--- src/sv/smf_pkg.sv ---
// smf_pkg: shared types, codes and constants of the format 0 midi file parser
// used by smf_ctrl, smf_dp and smf_track_event_parser; no dependencies
package smf_pkg;

	localparam int DEF_TIME_BITS = 32;
	localparam int CNT_W         = 8;
	localparam int TEMPO_W       = 15;
	localparam int DELTA_W       = 32;
	localparam int TICK_W        = 16;

	localparam logic [TEMPO_W-1:0] TEMPO_RESET = 15'd500;
	localparam logic [TICK_W-1:0]  US_PER_MS   = 16'd1000;

	// request commands
	localparam logic [1:0] CMD_BYTE  = 2'd0;
	localparam logic [1:0] CMD_START = 2'd1;
	localparam logic [1:0] CMD_SKIP  = 2'd2;
	localparam logic [1:0] CMD_NOP   = 2'd3;

	// result status codes
	localparam logic [1:0] ST_BYTE  = 2'd0;
	localparam logic [1:0] ST_EOT   = 2'd1;
	localparam logic [1:0] ST_BAD   = 2'd2;
	localparam logic [1:0] ST_ABORT = 2'd3;

	// byte values
	localparam logic [7:0] B_SYSEX     = 8'hf0;
	localparam logic [7:0] B_SYSEX_ESC = 8'hf7;
	localparam logic [7:0] B_META      = 8'hff;
	localparam logic [7:0] META_TEMPO  = 8'h51;
	localparam logic [7:0] META_EOT    = 8'h2f;
	localparam logic [3:0] HI_NOTE_OFF = 4'h8;
	localparam logic [3:0] HI_NOTE_ON  = 4'h9;
	localparam logic [3:0] HI_POLY_AT  = 4'ha;
	localparam logic [3:0] HI_CTRL     = 4'hb;
	localparam logic [3:0] HI_PROG     = 4'hc;
	localparam logic [3:0] HI_CH_AT    = 4'hd;
	localparam logic [3:0] HI_BEND     = 4'he;
	localparam logic [3:0] CH_LAST     = 4'hf;
	localparam logic [3:0] CH_FIRST    = 4'h0;

	// header byte positions
	localparam logic [CNT_W-1:0] HDR_FMT_HI = 8'd8;
	localparam logic [CNT_W-1:0] HDR_FMT_LO = 8'd9;
	localparam logic [CNT_W-1:0] HDR_DIV_HI = 8'd12;
	localparam logic [CNT_W-1:0] HDR_DIV_LO = 8'd13;
	localparam logic [CNT_W-1:0] HDR_LAST   = 8'd21;
	localparam logic [CNT_W-1:0] TEMPO_LAST = 8'd2;

	typedef enum logic [4:0] {
		PH_IDLE, PH_HDR, PH_DELTA, PH_STATUS, PH_V1, PH_V2, PH_P2, PH_SYSLEN,
		PH_SYSDATA, PH_IGN1, PH_METATYPE, PH_METALEN, PH_METASKIP, PH_TEMPOLEN,
		PH_TEMPO, PH_EOT
	} phase_t;

	typedef enum logic [1:0] {
		EM_DATA, EM_SB, EM_STATUS_BYTE, EM_ZERO
	} emit_sel_t;

	typedef struct packed {
		logic      accept;
		logic      exec;
		phase_t    phase;
		logic      mul;
		logic      div_start;
		logic      div_tempo;
		logic      fin_add;
		logic      fin_tempo;
		logic      emit;
		emit_sel_t emit_sel;
		logic      emit_last;
		logic [1:0] emit_status;
	} dp_cmd_t;

	typedef struct packed {
		logic is_start;
		logic is_skip;
		logic is_byte;
		logic bad_fmt;
		logic bad_div;
		logic hdr_done;
		logic b_cont;
		logic voice3;
		logic prog;
		logic chpress;
		logic sysex;
		logic meta;
		logic drop;
		logic b_zero;
		logic cnt_zero;
		logic cnt_one;
		logic tempo_last;
		logic meta_tempo;
		logic meta_eot;
		logic div_busy;
		logic out_free;
	} dp_stat_t;

endpackage

--- src/sv/smf_div.sv ---
// smf_div: restoring divider, one quotient bit per cycle, 16-bit divisor
// depends on nothing
module smf_div #(
	parameter int W = 32
) (
	input  logic          clk,
	input  logic          arst_n,
	input  logic          start,
	input  logic [W-1:0]  dividend,
	input  logic [15:0]   divisor,
	output logic          busy,
	output logic [W-1:0]  quotient
);
	localparam int CW = $clog2(W + 1);

	logic          busy_q;
	logic [CW-1:0] cnt_q;
	logic [15:0]   rem_q;
	logic [15:0]   dvs_q;
	logic [W-1:0]  quo_q;
	logic [16:0]   trial;
	logic          ge;

	// shift in next dividend bit and compare
	assign trial = {rem_q, quo_q[W-1]};
	assign ge    = trial >= {1'b0, dvs_q};

	// sequencing
	always_ff @(posedge clk or negedge arst_n) begin
		if (!arst_n) begin
			busy_q <= 1'b0;
			cnt_q  <= '0;
		end else if (start) begin
			busy_q <= 1'b1;
			cnt_q  <= CW'(W);
		end else if (busy_q) begin
			cnt_q <= cnt_q - 1'b1;
			if (cnt_q == CW'(1)) busy_q <= 1'b0;
		end
	end

	// remainder and quotient shift
	always_ff @(posedge clk) begin
		if (start) begin
			rem_q <= '0;
			dvs_q <= divisor;
			quo_q <= dividend;
		end else if (busy_q) begin
			rem_q <= ge ? 16'(trial - {1'b0, dvs_q}) : trial[15:0];
			quo_q <= {quo_q[W-2:0], ge};
		end
	end

	assign busy     = busy_q;
	assign quotient = quo_q;
endmodule

--- src/sv/smf_dp.sv ---
// smf_dp: parser datapath, item register, counters, timing math, result register
// depends on smf_pkg and smf_div
module smf_dp #(
	parameter int TIME_BITS = smf_pkg::DEF_TIME_BITS
) (
	input  logic             clk,
	input  logic             arst_n,
	input  smf_pkg::dp_cmd_t c,
	output smf_pkg::dp_stat_t s,
	input  logic [1:0]       cmd,
	input  logic [7:0]       data_byte,
	input  logic             cfg_we,
	input  logic             cfg_wdata,
	output logic             out_valid,
	input  logic             out_stall,
	output logic [7:0]       midi_byte,
	output logic [31:0]      due_time_ms,
	output logic             last_of_message,
	output logic [1:0]       status
);
	localparam int DIV_W = (TIME_BITS > 24) ? TIME_BITS : 24;
	localparam int PROD_W = smf_pkg::DELTA_W + smf_pkg::TEMPO_W;
	localparam logic [63:0] TIME_MASK = (TIME_BITS >= 64) ? {64{1'b1}} :
		((64'd1 << TIME_BITS) - 64'd1);

	logic [1:0]                      cmd_q;
	logic [7:0]                      b_q;
	logic                            remap_q;
	logic [smf_pkg::CNT_W-1:0]       cnt_q;
	logic [7:0]                      sbyte_q;
	logic [15:0]                     hword_q;
	logic [smf_pkg::DELTA_W-1:0]     delta_q;
	logic [smf_pkg::TEMPO_W-1:0]     tempo_q;
	logic [smf_pkg::TICK_W-1:0]      ticks_q;
	logic [TIME_BITS-1:0]            elapsed_q;
	logic [PROD_W-1:0]               prod_s1;
	logic                            out_valid_q;
	logic [7:0]                      obyte_q;
	logic [31:0]                     odue_q;
	logic                            olast_q;
	logic [1:0]                      ostat_q;

	logic [3:0]                      hi, ch;
	logic                            hdr_win;
	logic [15:0]                     hw_next;
	logic [7:0]                      sb;
	logic [smf_pkg::DELTA_W-1:0]     tempo_val;
	logic [63:0]                     prod_m, tempo_ext, el_ext;
	logic [DIV_W-1:0]                dividend, quo;
	logic [15:0]                     divisor;
	logic                            div_busy;

	// item decode
	assign hi      = b_q[7:4];
	assign ch      = b_q[3:0];
	assign hdr_win = (cnt_q == smf_pkg::HDR_FMT_HI) || (cnt_q == smf_pkg::HDR_FMT_LO) ||
		(cnt_q == smf_pkg::HDR_DIV_HI) || (cnt_q == smf_pkg::HDR_DIV_LO);
	assign hw_next = hdr_win ? {hword_q[7:0], b_q} : hword_q;

	assign s.is_start   = cmd_q == smf_pkg::CMD_START;
	assign s.is_skip    = cmd_q == smf_pkg::CMD_SKIP;
	assign s.is_byte    = cmd_q == smf_pkg::CMD_BYTE;
	assign s.bad_fmt    = (cnt_q == smf_pkg::HDR_FMT_LO) && (hw_next > 16'd1);
	assign s.bad_div    = (cnt_q == smf_pkg::HDR_DIV_LO) && (hw_next == 16'd0);
	assign s.hdr_done   = cnt_q == smf_pkg::HDR_LAST;
	assign s.b_cont     = b_q[7];
	assign s.voice3     = (hi == smf_pkg::HI_NOTE_OFF) || (hi == smf_pkg::HI_NOTE_ON) ||
		(hi == smf_pkg::HI_POLY_AT) || (hi == smf_pkg::HI_CTRL) || (hi == smf_pkg::HI_BEND);
	assign s.prog       = hi == smf_pkg::HI_PROG;
	assign s.chpress    = hi == smf_pkg::HI_CH_AT;
	assign s.sysex      = (b_q == smf_pkg::B_SYSEX) || (b_q == smf_pkg::B_SYSEX_ESC);
	assign s.meta       = b_q == smf_pkg::B_META;
	assign s.drop       = remap_q && (ch == smf_pkg::CH_LAST);
	assign s.b_zero     = b_q == 8'd0;
	assign s.cnt_zero   = cnt_q == '0;
	assign s.cnt_one    = cnt_q == smf_pkg::CNT_W'(1);
	assign s.tempo_last = cnt_q == smf_pkg::TEMPO_LAST;
	assign s.meta_tempo = b_q == smf_pkg::META_TEMPO;
	assign s.meta_eot   = b_q == smf_pkg::META_EOT;
	assign s.div_busy   = div_busy;
	assign s.out_free   = !out_valid_q || !out_stall;

	// with remap on, channel 1 moves to 16 on three-byte voice and program messages
	assign sb = (remap_q && (ch == smf_pkg::CH_FIRST) && (s.voice3 || s.prog)) ?
		(b_q | 8'h0f) : b_q;
	assign tempo_val = {8'd0, delta_q[15:0], b_q};

	// divider operands
	assign prod_m    = 64'(prod_s1) & TIME_MASK;
	assign tempo_ext = 64'(tempo_val);
	assign dividend  = c.div_tempo ? tempo_ext[DIV_W-1:0] : prod_m[DIV_W-1:0];
	assign divisor   = c.div_tempo ? smf_pkg::US_PER_MS : ticks_q;

	smf_div #(.W(DIV_W)) u_div (
		.clk(clk), .arst_n(arst_n), .start(c.div_start), .dividend(dividend),
		.divisor(divisor), .busy(div_busy), .quotient(quo)
	);

	// configuration register
	always_ff @(posedge clk or negedge arst_n) begin
		if (!arst_n) remap_q <= 1'b0;
		else if (cfg_we) remap_q <= cfg_wdata;
	end

	// request register
	always_ff @(posedge clk) begin
		if (c.accept) begin
			cmd_q <= cmd;
			b_q   <= data_byte;
		end
	end

	// parse state registers
	always_ff @(posedge clk or negedge arst_n) begin
		if (!arst_n) begin
			cnt_q     <= '0;
			sbyte_q   <= '0;
			hword_q   <= '0;
			delta_q   <= '0;
			tempo_q   <= smf_pkg::TEMPO_RESET;
			ticks_q   <= '0;
			elapsed_q <= '0;
		end else if (c.exec && s.is_start) begin
			cnt_q     <= '0;
			sbyte_q   <= '0;
			hword_q   <= '0;
			delta_q   <= '0;
			tempo_q   <= smf_pkg::TEMPO_RESET;
			ticks_q   <= '0;
			elapsed_q <= '0;
		end else if (c.exec && s.is_byte) begin
			case (c.phase)
				smf_pkg::PH_HDR: begin
					hword_q <= hw_next;
					if (cnt_q == smf_pkg::HDR_DIV_LO) ticks_q <= hw_next;
					if (!s.bad_fmt && !s.bad_div) begin
						if (s.hdr_done) begin
							cnt_q   <= '0;
							delta_q <= '0;
						end else begin
							cnt_q <= cnt_q + 1'b1;
						end
					end
				end
				smf_pkg::PH_DELTA: delta_q <= {delta_q[24:0], b_q[6:0]};
				smf_pkg::PH_STATUS: begin
					sbyte_q <= sb;
					if (s.voice3) cnt_q <= smf_pkg::CNT_W'(s.drop);
				end
				smf_pkg::PH_V2, smf_pkg::PH_P2, smf_pkg::PH_IGN1,
				smf_pkg::PH_TEMPOLEN: begin
					cnt_q   <= '0;
					delta_q <= '0;
				end
				smf_pkg::PH_SYSLEN, smf_pkg::PH_METALEN: begin
					if (s.b_zero) delta_q <= '0;
					cnt_q <= b_q;
				end
				smf_pkg::PH_SYSDATA, smf_pkg::PH_METASKIP: begin
					cnt_q <= cnt_q - 1'b1;
					if (s.cnt_one) delta_q <= '0;
				end
				smf_pkg::PH_TEMPO: begin
					if (s.tempo_last) begin
						cnt_q   <= '0;
						delta_q <= '0;
					end else begin
						cnt_q   <= cnt_q + 1'b1;
						delta_q <= tempo_val;
					end
				end
				default: ;
			endcase
		end else if (c.fin_add) begin
			if (ticks_q != '0) elapsed_q <= elapsed_q + quo[TIME_BITS-1:0];
		end else if (c.fin_tempo) begin
			tempo_q <= quo[smf_pkg::TEMPO_W-1:0];
		end
	end

	// product stage
	always_ff @(posedge clk) begin
		if (c.mul) prod_s1 <= PROD_W'(delta_q) * PROD_W'(tempo_q);
	end

	// result register
	assign el_ext = 64'(elapsed_q);
	always_ff @(posedge clk or negedge arst_n) begin
		if (!arst_n) out_valid_q <= 1'b0;
		else if (c.emit) out_valid_q <= 1'b1;
		else if (!out_stall) out_valid_q <= 1'b0;
	end

	always_ff @(posedge clk) begin
		if (c.emit) begin
			case (c.emit_sel)
				smf_pkg::EM_DATA:        obyte_q <= b_q;
				smf_pkg::EM_SB:          obyte_q <= sb;
				smf_pkg::EM_STATUS_BYTE: obyte_q <= sbyte_q;
				default:                 obyte_q <= 8'd0;
			endcase
			odue_q  <= el_ext[31:0];
			olast_q <= c.emit_last;
			ostat_q <= c.emit_status;
		end
	end

	assign out_valid       = out_valid_q;
	assign midi_byte       = obyte_q;
	assign due_time_ms     = odue_q;
	assign last_of_message = olast_q;
	assign status          = ostat_q;
endmodule

--- src/sv/smf_ctrl.sv ---
// smf_ctrl: parse phase and cycle sequencer of the midi file parser
// depends on smf_pkg; drives smf_dp through dp_cmd_t
module smf_ctrl (
	input  logic              clk,
	input  logic              arst_n,
	input  logic              in_valid,
	output logic              in_stall,
	input  smf_pkg::dp_stat_t s,
	output smf_pkg::dp_cmd_t  c
);
	typedef enum logic [2:0] {
		C_READY, C_EXEC, C_MUL, C_DSTART, C_DIV, C_FIN
	} cstate_t;

	cstate_t           st_q;
	logic              fin_tempo_q;
	smf_pkg::phase_t   phase_q, phase_nx;
	logic              em, em_last, go, do_mul, do_tempo;
	smf_pkg::emit_sel_t em_sel;
	logic [1:0]        em_stat;

	// next phase and result for the request in hand
	always_comb begin
		phase_nx = phase_q;
		em       = 1'b0;
		em_sel   = smf_pkg::EM_DATA;
		em_last  = 1'b0;
		em_stat  = smf_pkg::ST_BYTE;
		do_mul   = 1'b0;
		do_tempo = 1'b0;
		if (s.is_start) begin
			phase_nx = smf_pkg::PH_HDR;
		end else if (s.is_skip) begin
			if (phase_q != smf_pkg::PH_IDLE) begin
				phase_nx = smf_pkg::PH_IDLE;
				em       = 1'b1;
				em_sel   = smf_pkg::EM_ZERO;
				em_stat  = smf_pkg::ST_ABORT;
			end
		end else if (s.is_byte) begin
			case (phase_q)
				smf_pkg::PH_HDR: begin
					if (s.bad_fmt || s.bad_div) begin
						phase_nx = smf_pkg::PH_IDLE;
						em       = 1'b1;
						em_sel   = smf_pkg::EM_ZERO;
						em_stat  = smf_pkg::ST_BAD;
					end else if (s.hdr_done) begin
						phase_nx = smf_pkg::PH_DELTA;
					end
				end
				smf_pkg::PH_DELTA: begin
					if (!s.b_cont) begin
						phase_nx = smf_pkg::PH_STATUS;
						do_mul   = 1'b1;
					end
				end
				smf_pkg::PH_STATUS: begin
					if (s.voice3) begin
						phase_nx = smf_pkg::PH_V1;
						em       = !s.drop;
						em_sel   = smf_pkg::EM_SB;
					end else if (s.prog || s.chpress) begin
						phase_nx = smf_pkg::PH_P2;
						em       = 1'b1;
						em_sel   = smf_pkg::EM_SB;
					end else if (s.sysex) begin
						phase_nx = smf_pkg::PH_SYSLEN;
					end else if (s.meta) begin
						phase_nx = smf_pkg::PH_METATYPE;
					end else begin
						phase_nx = smf_pkg::PH_IGN1;
					end
				end
				smf_pkg::PH_V1: begin
					phase_nx = smf_pkg::PH_V2;
					em       = s.cnt_zero;
				end
				smf_pkg::PH_V2: begin
					phase_nx = smf_pkg::PH_DELTA;
					em       = s.cnt_zero;
					em_last  = 1'b1;
				end
				smf_pkg::PH_P2: begin
					phase_nx = smf_pkg::PH_DELTA;
					em       = 1'b1;
					em_last  = 1'b1;
				end
				smf_pkg::PH_SYSLEN: begin
					phase_nx = s.b_zero ? smf_pkg::PH_DELTA : smf_pkg::PH_SYSDATA;
					em       = 1'b1;
					em_sel   = smf_pkg::EM_STATUS_BYTE;
					em_last  = s.b_zero;
				end
				smf_pkg::PH_SYSDATA: begin
					if (s.cnt_one) phase_nx = smf_pkg::PH_DELTA;
					em      = 1'b1;
					em_last = s.cnt_one;
				end
				smf_pkg::PH_IGN1: phase_nx = smf_pkg::PH_DELTA;
				smf_pkg::PH_METATYPE: begin
					if (s.meta_tempo) phase_nx = smf_pkg::PH_TEMPOLEN;
					else if (s.meta_eot) phase_nx = smf_pkg::PH_EOT;
					else phase_nx = smf_pkg::PH_METALEN;
				end
				smf_pkg::PH_METALEN:
					phase_nx = s.b_zero ? smf_pkg::PH_DELTA : smf_pkg::PH_METASKIP;
				smf_pkg::PH_METASKIP: begin
					if (s.cnt_one) phase_nx = smf_pkg::PH_DELTA;
				end
				smf_pkg::PH_TEMPOLEN: phase_nx = smf_pkg::PH_TEMPO;
				smf_pkg::PH_TEMPO: begin
					if (s.tempo_last) begin
						phase_nx = smf_pkg::PH_DELTA;
						do_tempo = 1'b1;
					end
				end
				smf_pkg::PH_EOT: begin
					phase_nx = smf_pkg::PH_IDLE;
					em       = 1'b1;
					em_sel   = smf_pkg::EM_ZERO;
					em_stat  = smf_pkg::ST_EOT;
				end
				default: ;
			endcase
		end
	end

	// hold in exec while a result has no room
	assign go = (st_q == C_EXEC) && (!em || s.out_free);

	// commands to the datapath
	always_comb begin
		c             = '0;
		c.accept      = (st_q == C_READY) && in_valid;
		c.exec        = go;
		c.phase       = phase_q;
		c.mul         = st_q == C_MUL;
		c.div_start   = (go && do_tempo) || (st_q == C_DSTART);
		c.div_tempo   = go && do_tempo;
		c.fin_add     = (st_q == C_FIN) && !fin_tempo_q;
		c.fin_tempo   = (st_q == C_FIN) && fin_tempo_q;
		c.emit        = go && em;
		c.emit_sel    = em_sel;
		c.emit_last   = em_last;
		c.emit_status = em_stat;
	end

	assign in_stall = st_q != C_READY;

	// sequencer and parse phase
	always_ff @(posedge clk or negedge arst_n) begin
		if (!arst_n) begin
			st_q        <= C_READY;
			phase_q     <= smf_pkg::PH_IDLE;
			fin_tempo_q <= 1'b0;
		end else begin
			case (st_q)
				C_READY: if (in_valid) st_q <= C_EXEC;
				C_EXEC: begin
					if (go) begin
						phase_q <= phase_nx;
						if (do_mul) begin
							st_q        <= C_MUL;
							fin_tempo_q <= 1'b0;
						end else if (do_tempo) begin
							st_q        <= C_DIV;
							fin_tempo_q <= 1'b1;
						end else begin
							st_q <= C_READY;
						end
					end
				end
				C_MUL:    st_q <= C_DSTART;
				C_DSTART: st_q <= C_DIV;
				C_DIV:    if (!s.div_busy) st_q <= C_FIN;
				C_FIN:    st_q <= C_READY;
				default:  st_q <= C_READY;
			endcase
		end
	end

	// checks
	a_emit_room: assert property (@(posedge clk) disable iff (!arst_n)
		c.emit |-> s.out_free) else $error("result loaded into a full output register");
	a_div_idle: assert property (@(posedge clk) disable iff (!arst_n)
		c.div_start |-> !s.div_busy) else $error("divider restarted while busy");
	a_fin_done: assert property (@(posedge clk) disable iff (!arst_n)
		(st_q == C_FIN) |-> !s.div_busy) else $error("quotient used before done");
	a_accept_exec: assert property (@(posedge clk) disable iff (!arst_n)
		(in_valid && !in_stall) |=> (st_q == C_EXEC)) else $error("request lost");
endmodule

--- src/sv/smf_track_event_parser.sv ---
// smf_track_event_parser: top level of the format 0 midi file parser
// depends on smf_pkg, smf_ctrl, smf_dp, smf_div
//
// channel   signals                                       direction
// request   in_valid, in_stall, cmd, data_byte            in
// result    out_valid, out_stall, midi_byte, due_time_ms,  out
//           last_of_message, status
// config    cfg_we, cfg_wdata                              in
//
// a request passes the ready and exec states, a delta time end adds mul, dstart,
// div and fin, a tempo event end div and fin; div holds while the divider runs
// asynchronous reset clears parser state, tempo to 500 and remap off
// a request is accepted while an earlier result still waits in the output register
// a new result waits inside the block while out_stall holds the previous one
module smf_track_event_parser #(
	parameter int TIME_BITS = smf_pkg::DEF_TIME_BITS
) (
	input  logic        clk,
	input  logic        arst_n,
	input  logic        in_valid,
	output logic        in_stall,
	input  logic [1:0]  cmd,
	input  logic [7:0]  data_byte,
	output logic        out_valid,
	input  logic        out_stall,
	output logic [7:0]  midi_byte,
	output logic [31:0] due_time_ms,
	output logic        last_of_message,
	output logic [1:0]  status,
	input  logic        cfg_we,
	input  logic        cfg_wdata
);
	smf_pkg::dp_cmd_t  dp_c;
	smf_pkg::dp_stat_t dp_s;

	smf_ctrl u_ctrl (
		.clk(clk), .arst_n(arst_n), .in_valid(in_valid), .in_stall(in_stall),
		.s(dp_s), .c(dp_c)
	);

	smf_dp #(.TIME_BITS(TIME_BITS)) u_dp (
		.clk(clk), .arst_n(arst_n), .c(dp_c), .s(dp_s), .cmd(cmd),
		.data_byte(data_byte), .cfg_we(cfg_we), .cfg_wdata(cfg_wdata),
		.out_valid(out_valid), .out_stall(out_stall), .midi_byte(midi_byte),
		.due_time_ms(due_time_ms), .last_of_message(last_of_message), .status(status)
	);
endmodule

--- config.mk ---
export PLATFORM = sky130hd
export DESIGN_NAME = smf_track_event_parser
export DESIGN_NICKNAME = d
export VERILOG_FILES = /design/src/sv/smf_pkg.sv /design/src/sv/smf_div.sv /design/src/sv/smf_dp.sv /design/src/sv/smf_ctrl.sv /design/src/sv/smf_track_event_parser.sv
export SDC_FILE = /design/constraint.sdc
export NUM_CORES = 1
export LEC_CHECK = 0
export ABC_AREA = 1
export BUFFER_PORTS_ARGS = -buffer_cell sky130_fd_sc_hd__buf_2
export CAP_MARGIN = 20
export CORE_UTILIZATION = 45
export DETAILED_ROUTE_END_ITERATION = 7
export MAX_ROUTING_LAYER = met4
export PLACE_DENSITY = 0.59
export SYNTH_ARGS = -nofsm -noshare
export SYNTH_HDL_FRONTEND = slang
export SYNTH_SLANG_ARGS = --single-unit
export TNS_END_PERCENT = 1
--- constraint.sdc ---
create_clock -name clk -period 12.96 [get_ports clk]
set_input_delay 0.648 -clock clk [delete_from_list [all_inputs] [get_ports clk]]
set_output_delay 0.648 -clock clk [all_outputs]
set_load 0.005 [all_outputs]
# Word level (Yosys, flattened, before mapping)
# Index checks and enable logic that the tools add are counted.
[classes]
add_sub_neg = 5
n_mul = 1
order_cmp = 2
eq_ne = 61
muxes = 104
n_bitwise = 1
n_reduce_logical = 76
[ops]
columns = ["op", "count"]
rows = [
  ["$mux 32", 13],
  ["$pmux 32 s6", 1],
  ["$mux 16", 9],
  ["$mux 8", 9],
  ["$mux 5", 13],
  ["$mux 15", 4],
  ["$pmux 5 s12", 1],
  ["$pmux 8 s6", 1],
  ["$eq 5x4->1 const B", 8],
  ["$add 32x32->32", 1],
  ["$eq 4x4->1 const B", 8],
  ["$eq 8x4->1 const B", 4],
  ["$mul 32x15->32", 1],
  ["$mux 1", 25],
  ["$eq 8x8->1 const B", 3],
  ["$mux 24", 1],
  ["$pmux 8 s3", 1],
  ["$eq 5x3->1 const B", 4],
  ["$mux 2", 10],
  ["$mux 3", 6],
  ["$reduce_bool 2->1", 9],
  ["$ge 17x16->1", 1],
  ["$gt 16x1->1 const B", 1],
  ["$logic_not 16->1", 1],
  ["52 further kinds", 115],
]
[totals]
register_bits = 294
input_bits = 16
out_inout_bits = 45
wordCells = 274

# Longest topological paths before layout
# Gate-level depths: netlist (run 1).
[depth]
depth_word = 19
ltp_mapped = 27
depth_no_buf = 25

# Cells and area by module
# Synthesis (run 1) repeated with hierarchy kept, for this count alone.
[unflattened]
hier_cells = 3579
hier_area_um2 = 27961.8
[modules_own_cells]
columns = ["module", "n_inst", "cells_each", "area_per_inst_um2", "seq_area_each_um2"]
rows = [
  ["smf_dp", 1, 2888, 22858.2, 5788.1],
  ["smf_div", 1, 505, 4086.4, 1936.9],
  ["smf_ctrl", 1, 186, 1017.2, 200.2],
]

# Least setup slack after synthesis (run 1)
# No wires, ideal clock.
[synth_path]
path_type = "register to register"
from = "register u_dp.tempo_q[6] in the netlist's numbering"
to = "register u_dp.prod_s1[28] (data pin)"
setup_time_ns = 0.265
t_arrival_ns = 6.011
path_slack_ns = 6.684
stages_incl_launch_ff = 23
period_less_slack_ns = 6.276
path_cell_list = "dfstp_2 > clkbuf_1 > clkbuf_1 > nand2_1 > fa_1 > fa_1 > fa_1 > inv_1 > fa_1 > fa_1 > inv_1 > fa_1 > inv_1 > ha_1 > a21oi_1 > o21ai_0 > a21oi_1 > o21ai_0 > a21boi_0 > o21ai_0 > a21boi_0 > o21ai_0 > xor2_1"
[synth_via]
elab_chain_cells = 1
[synth_rtl]
columns = ["item", "line_no", "rtl"]
rows = [
  ["start, declared", "smf_dp.sv:33", "logic [smf_pkg::TEMPO_W-1:0] tempo_q;"],
  ["start signal, assigned", "smf_dp.sv:120", "tempo_q <= smf_pkg::TEMPO_RESET;"],
  ["start signal, assigned", "smf_dp.sv:128", "tempo_q <= smf_pkg::TEMPO_RESET;"],
  ["start signal, assigned", "smf_dp.sv:177", "tempo_q <= quo[smf_pkg::TEMPO_W-1:0];"],
  ["$mul 32x15->32", "smf_dp.sv:183", "if (c.mul) prod_s1 <= PROD_W'(delta_q) * PROD_W'(tempo_q);"],
  ["end signal, assigned", "smf_dp.sv:183", ""],
  ["end, declared", "smf_dp.sv:36", "logic [PROD_W-1:0] prod_s1;"],
]
# Every way passes these cells.
# A chain may end at the register's enable or synchronous reset.

# Worst setup path after layout (run 1)
# Ends and elaborated chain as after synthesis.

==> flow_metrics.env, run 1 <==
export IMPL_worst_pin_slew_ns=1.12
export IMPL_syn_area_per_cell_um2=8.33
export IMPL_grt_pass1_wl_um=116000
export IMPL_yosysSeqAreaShare_pct=29.9
export IMPL_async_flop_share_pct=49.1
export IMPL_grt_antenna_before_repair=0
export IMPL_maxSlewViolCount=0
export IMPL_wl_um=70800
export IMPL_cp_max_fo=27
export IMPL_n_fill_cell=5639
export IMPL_final_cell_mix="881 x nand2_1, 637 x inv_1, 291 x fa_1"
export IMPL_worst_path_buf_inv=3
export IMPL_final_min_clock_period_ns=7.05
export IMPL_dr_first_iter_drc_count=1666
export IMPL_portBuffers=60
export IMPL_ioPinCount=61
export IMPL_hold_slack_ns=0.145
export IMPL_crit_required_ns=13.27
export IMPL_clock_latency_ns=0.57
export IMPL_chipWidth_um=244
export IMPL_worst_path_max_delay_cell="dfstp_2"
export IMPL_cts_setup_buffers=0
export IMPL_cts_sinks=293
export IMPL_h_tree_depth=2
export IMPL_tns_ns=0
export IMPL_cts_root_buf="clkbuf_16"
export IMPL_synthToLayoutAreaGrowth_pct=7.56
export IMPL_drive_above_1_share_pct=6.77
export IMPL_critical_path_class="register to register"
export IMPL_wl_per_cell_um=18.0
export IMPL_multi_input_comb_area_um2=15500
export IMPL_synthFlopType="dfrtp_1"
export IMPL_start_util_pct=45.7
export IMPL_ys_types=58
export IMPL_final_util_pct=49.1
export IMPL_outcome="completed"
export IMPL_hold_class="primary input to asynchronous set/reset pin"
export IMPL_powerDensity_nw_per_um2=148
export IMPL_final_net_count=3571
export IMPL_cts_clk_slew_worst_paths_ns=0.06
export IMPL_synth_edff_count=133
export IMPL_route_detailed_drc=0
export IMPL_post_route_period_util_pct=54.4
export IMPL_syn_num_nets=3599
export IMPL_setup_viol=0
export IMPL_crit_path_end_kind="register"
export IMPL_synthCells=3175
export IMPL_ys_seq_elements=293
export IMPL_rows=88
export IMPL_die_area_um2=59800
export IMPL_clk_path_buf_depth=3
export IMPL_cp_top_family="adder cells"
export IMPL_crit_arrival_ns=7.35
export IMPL_ys_warn_count=0
export IMPL_finClkSkew_ns=0.0333
export IMPL_syn_area_um2=26500
export IMPL_ff_latch_area_um2=7930
export IMPL_die_height_um=244
export IMPL_path_common_cell="fa_1"
export IMPL_drtPass1Iterations=6
export IMPL_hold_viol_final=0
export IMPL_cts_buffers=36
export IMPL_grt_use_total_pct=25.3
export IMPL_overflow=0
export IMPL_final_common_cell="nand2_1"
export IMPL_routed_via_count=20600
export IMPL_max_stage_delay_ns=0.99
export IMPL_diodes=0
export IMPL_hold_buffers=0
export IMPL_crit_reg2reg_launch="u_dp.tempo_q[6]"
export IMPL_place_congestion=0.930
export IMPL_cts_tree="yes"
export IMPL_rsz0062_at_grt="no"
export IMPL_path_cells="nand2_1 > fa_1 > fa_1 > fa_1 > inv_1 > fa_1 > fa_1 > inv_1 > fa_1 > inv_1 > ha_1 > a21oi_1 > o21ai_0 > a21oi_1 > o21ai_0 > a21boi_0 > o21ai_0 > a21boi_0 > o21ai_0 > xor2_1"
export IMPL_leakage_uw=0.0146
export IMPL_grt_pass1_vias=21000
export IMPL_critPathLaunch="u_dp.tempo_q[6]"
export IMPL_ir_worst_vdd_uv=132
export IMPL_core_area_um2=57900
export IMPL_slew_headroom_pct=25.3
export IMPL_grt_max_degree=81
export IMPL_detailed_place_hpwl_um=54400
export IMPL_cts_resized=0
export IMPL_start_kind="register"
export IMPL_final_antenna_net_count=0
export IMPL_timing_fmax_mhz=142
export IMPL_maxCapViolCount=0
export IMPL_avgViaCountPerCell=5.22
registers in the layout, indices dropped and copies added, names as in the netlist, 3 cells and up:
signal               count
u_dp.elapsed_q          32
u_dp.ticks_q            16
u_dp.due_time_ms        32
u_dp.u_div.rem_q        16
u_dp.u_div.quotient     32
u_ctrl.phase_q           4
u_dp.u_div.cnt_q         6
u_ctrl.st_q              3
u_dp.b_q                 8
u_dp.tempo_q            15
u_dp.midi_byte           8
u_dp.prod_s1            32
u_dp.cnt_q               8
u_dp.delta_q            32
u_dp.sbyte_q             8
u_dp.hword_q            16
u_dp.u_div.dvs_q        16
Yosys cell counts, drive strengths merged (9+ instances only):
library cell  count  area share, %
edfxtp          133             15
xnor2            48            1.6
clkbuf          117            1.7
nand3           109            2.3
o22ai            19           0.45
nor3             25           0.47
inv             640            9.1
nor2            127            2.0
nor4             13           0.36
dfxtp            16            1.2
a22o              9           0.30
nand3b            9           0.26
ha              117            5.5
nand2           890             13
a21oi           128            2.4
buf              26           0.73
dfrtp           138             13
o21ai           156            3.4
nand4            19           0.45
fa              291             22
xor2             47            1.6
o221ai           13           0.43
o211ai           21           0.60
layer usage:
layer,share of wire [%],GRT usage (%),wire [µm],vias up
li1,-,-,-,9740
met1,46,35.1,32800,10100
met2,45,38.8,31800,667
met3,5.9,3.69,4190,123
met4,2.7,6.95,1900,0
met5,0,-,0,-
through the flow:
stage          instance area [µm²]  setup WS (ns)  power (µW)  instances
2_1_floorplan                26500           6.68        2670       3175
3_3_place_gp                 27200           6.19        3120       3872
3_5_place_dp                 27200           6.01        3160       3872
4_1_cts                      28400           5.98        4220       3938
5_1_grt                      28500           5.65        4520       3940
6_report                     28500           5.91        4220       3940
logic make-up (layout without fill, tap and decap cells):
| family | after synthesis | after routing | share of synthesized area, % |
|---|---|---|---|
| and+or+nand+nor | 1198 | 1198 | 18.8 |
| buffers and inverters | 788 | 788 | 11.5 |
| adders and majority gates | 408 | 408 | 27.5 |
| AOI/OAI and AO/OA | 393 | 393 | 9.03 |
| DFF | 293 | 293 | 29.9 |
| xor gates and xnor gates | 95 | 95 | 3.14 |
path summary, 6_finish.rpt:
check / slack [ns] / cells past startpoint / to
max: 5.91 / 20 / u_dp.prod_s1[28]
min reg2reg: 0.47 / 2 / u_dp.sbyte_q[1]
min in group clk: 0.26 / 1 / u_dp.b_q[5]
max in group asynchronous: 11.38 / 2 / u_dp.elapsed_q[30]
max reg2reg: 5.91 / 20 / u_dp.prod_s1[28]
min: 0.15 / 1 / u_dp.remap_q
area by class of cell:
cell class,count,area share [%]
Tap cell,765,3.36
Multi-Input combinational cell,2094,54.5
Inverter,645,8.51
Clock inverter,19,0.791
Timing Repair Buffer,77,1.54
Sequential cell,293,27.8
Clock buffer,47,3.49
power breakdown:
part | switching (µW) | total (µW) | leakage [µW] | internal (µW)
clock network | 437 | 1050 | 0.000583 | 611
logic | 1110 | 1690 | 0.0107 | 582
registers | 323 | 1480 | 0.00337 | 1160
total | 1870 | 4220 | 0.0146 | 2360
Note: power is estimated with default switching activity, not from simulation.
==> inputs of run 2 (changes only) <==
- ABC_AREA: 1 -> 0
- PLACE_DENSITY: 0.59 -> 0.61
- clock period: 12.96 -> 6.1 ns (I/O delays scaled with it)
==> run 2 against run 1 <==
Net effect: the flow now finishes with violations (negative setup slack); critical endpoint unchanged; critical path depth stayed put; wire length is 1.9% lower; non-clock buffer count is 163 higher; sequential cell count stayed put; clock power is 91% higher; hold slack worse by 0.036 ns; clock-buffer cell count is 5 lower.
==> flow_metrics.env, run 2 <==
export IMPL_worst_pin_slew_ns=1.10
export IMPL_ioPinCount=61
export IMPL_cts_root_buf="clkbuf_16"
export IMPL_cts_buffers=34
export IMPL_placed_cells=3587
export IMPL_core_area_um2=57600
export IMPL_synth_most_common_cell="nand2_1"
export IMPL_syn_num_nets=3213
export IMPL_synthToLayoutAreaGrowth_pct=13.8
export IMPL_synthFlopType="dfrtp_1"
export IMPL_timing_fmax_mhz=163
export IMPL_async_flop_share_pct=49.1
export IMPL_grt_max_degree=78
export IMPL_chipWidth_um=243
export IMPL_ys_warn_count=0
export IMPL_leakage_uw=0.0135
export IMPL_portBuffers=60
export IMPL_path_cells="bufbuf_16 > nand2_1 > fa_1 > inv_1 > fa_1 > fa_1 > fa_2 > fa_1 > inv_1 > fa_1 > inv_1 > ha_4 > inv_1 > buf_4 > nor4_4 > a21oi_4 > a311oi_4 > a21bo_2 > a21oi_1 > xnor2_1"
export IMPL_detailed_place_hpwl_um=52100
export IMPL_final_cell_mix="396 x nand2_1, 340 x inv_1, 282 x fa_1"
export IMPL_setup_ws_ns=-0.0384
export IMPL_finClkSkew_ns=0.0271
export IMPL_avgViaCountPerCell=5.47
export IMPL_wl_per_cell_um=18.9
export IMPL_cts_tree="yes"
export IMPL_hold_class="primary input to register"
export IMPL_dp_slack_ns=-0.259
export IMPL_grt_pass1_wl_um=114000
export IMPL_drtPass1Iterations=7
export IMPL_drive_above_1_share_pct=12.9
export IMPL_cts_sinks=293
export IMPL_clk_path_buf_depth=3
export IMPL_ys_types=77
export IMPL_grt_use_total_pct=24.9
export IMPL_crit_required_ns=6.43
export IMPL_violations="negative setup slack"
export IMPL_placement_cell_area_um2=28000
export IMPL_path_common_cell="fa_1"
export IMPL_rsz0062_at_grt="yes"
export IMPL_rows=88
export IMPL_powerDensity_nw_per_um2=273
export IMPL_grt_antenna_before_repair=1
export IMPL_finalNonFillerCells=3683
export IMPL_worst_path_buf_inv=6
export IMPL_setup_viol=3
export IMPL_overflow=0
export IMPL_met1Wirelength_um=30700
export IMPL_final_antenna_net_count=0
export IMPL_total_power_uw=8160
export IMPL_die_area_um2=59200
export IMPL_cts_clk_slew_worst_paths_ns=0.06
export IMPL_outcome="finished with violations"
export IMPL_wl_met2_um=32600
export IMPL_max_stage_delay_ns=0.62
export IMPL_routed_via_count=20200
export IMPL_synthCells=2789
export IMPL_die_height_um=243
export IMPL_final_net_count=3316
export IMPL_tns_ns=-0.0538
export IMPL_start_util_pct=45.5
export IMPL_h_tree_depth=2
export IMPL_routed_top_layer="met4"
export IMPL_crit_path_end_kind="register"
export IMPL_hold_viol_final=0
export IMPL_final_min_clock_period_ns=6.14
export IMPL_place_congestion=0.899
export IMPL_dr_first_iter_drc_count=1508
export IMPL_diodes=0
export IMPL_slew_headroom_pct=26.9
export IMPL_wl_met3_um=3750
export IMPL_clock_latency_ns=0.55
export IMPL_syn_area_per_cell_um2=9.40
export IMPL_design_area_um2=29800
export IMPL_route_detailed_drc=0
export IMPL_cp_top_family="adder cells"
export IMPL_synth_edff_count=133
export IMPL_final_common_cell="nand2_1"
export IMPL_crit_arrival_ns=6.47
export IMPL_maxSlewViolCount=0
export IMPL_synth_area_top_cells="fa_1 22%, edfxtp_1 15%, dfrtp_1 13%, nand2_1 5.7%, ha_1 5.6%"
export IMPL_wl_um=69400
export IMPL_cp_max_fo=5
export IMPL_start_kind="register"
export IMPL_critical_path_class="register to register"
export IMPL_post_route_period_util_pct=101
export IMPL_maxCapViolCount=0
export IMPL_ys_seq_elements=293
export IMPL_ir_worst_vdd_uv=282
export IMPL_worst_path_max_delay_cell="dfstp_2"
export IMPL_synth_top_cell_area_share_pct=22.2
export IMPL_synth_common_cells="398 x nand2_1, 341 x inv_1, 291 x fa_1"
export IMPL_yosysSeqAreaShare_pct=30.2
export IMPL_syn_area_um2=26200
export IMPL_grt_pass1_vias=21000
export IMPL_yosys_area_top_type="fa_1"
-- run 2: changes by cell type in the layout (fill, tap and decap cells not counted), moves of 32 or more --
| cell | previous run | this run |
|---|---|---|
| and2_1 | 0 | 176 |
| buf_4 | 16 | 142 |
| inv_1 | 637 | 340 |
| mux2i_1 | 0 | 51 |
| nand2_1 | 881 | 396 |
| o21ai_2 | 33 | 1 |
-- run 2: cells by family (layout without fill, tap and decap cells) --
| family | Yosys count | after routing | share of synthesized area [%] |
|---|---|---|---|
| AOI/OAI and AO/OA | 487 | 487 | 12.1 |
| xor gates and xnor gates | 92 | 92 | 3.07 |
| adders and majority gates | 408 | 408 | 27.8 |
| buffers and inverters | 515 | 644 | 7.51 |
| DFF | 293 | 293 | 30.2 |
| muxes | 54 | 54 | 2.09 |
| and+or+nand+nor | 940 | 940 | 17.1 |
-- run 2: repair_timing --
item                       CTS  global route
hold endpoints to repair    86             0
hold buffers                13             0
resized for setup           31            41
setup buffers               13             7
setup endpoints to repair    8            11
pin swaps                   21            31
gates cloned                 1             0
-- run 2: cell type report --
class                      count  area (µm²)
clock buffer                  42         891
inverter                     342        1280
timing repair buffer         240        1940
fill                        5232       27700
tap                          765         957
clock inverter                20         206
sequential                   293        7940
multi-input combinational   1981       16600
-- run 2: metrics by stage --
| stage | hold slack, ns | utilization, % |
|---|---|---|
| 2_1_floorplan | 0.00941 | - |
| 3_3_place_gp | 0.387 | 48.7 |
| 3_5_place_dp | 0.393 | 48.7 |
| 4_1_cts | 0.101 | 51.4 |
| 5_1_grt | 0.151 | 51.8 |
| 6_report | 0.109 | 51.8 |
-- run 2: worst paths after layout --
check                                     start              endpoint  slack [ns]  cells after the start
min in group asynchronous                arst_n        u_dp.out_valid        0.36                      2
min reg2reg                u_dp.u_div.rem_q[15]  u_dp.u_div.rem_q[15]        0.47                      2
min                                    in_valid        u_ctrl.st_q[0]        0.11                      3
max reg2reg                     u_dp.tempo_q[5]      u_dp.prod_s1[28]       -0.04                     20
max                             u_dp.tempo_q[5]      u_dp.prod_s1[28]       -0.04                     20
max in group asynchronous                arst_n       u_dp.delta_q[3]        4.20                      3
-- run 2: tightest hold or removal path: stages --
cell	delay, ns
buf_2	0.12
nor2_1	0.08
o32ai_1	0.08
-- run 2: power by group --
group | internal [µW] | total, µW | switching [µW] | leakage [µW]
clock | 1140 | 2010 | 867 | 0.000522
combinational | 1460 | 3450 | 1990 | 0.00964
sequential | 2360 | 2700 | 340 | 0.00333
-- run 2: layer usage --
metal / track usage, % / vias up
li1: - / 9367
met2: 39.5 / 555
met1: 33.1 / 10100
met5: - / -
met4: 8.44 / 0
met3: 3.02 / 114
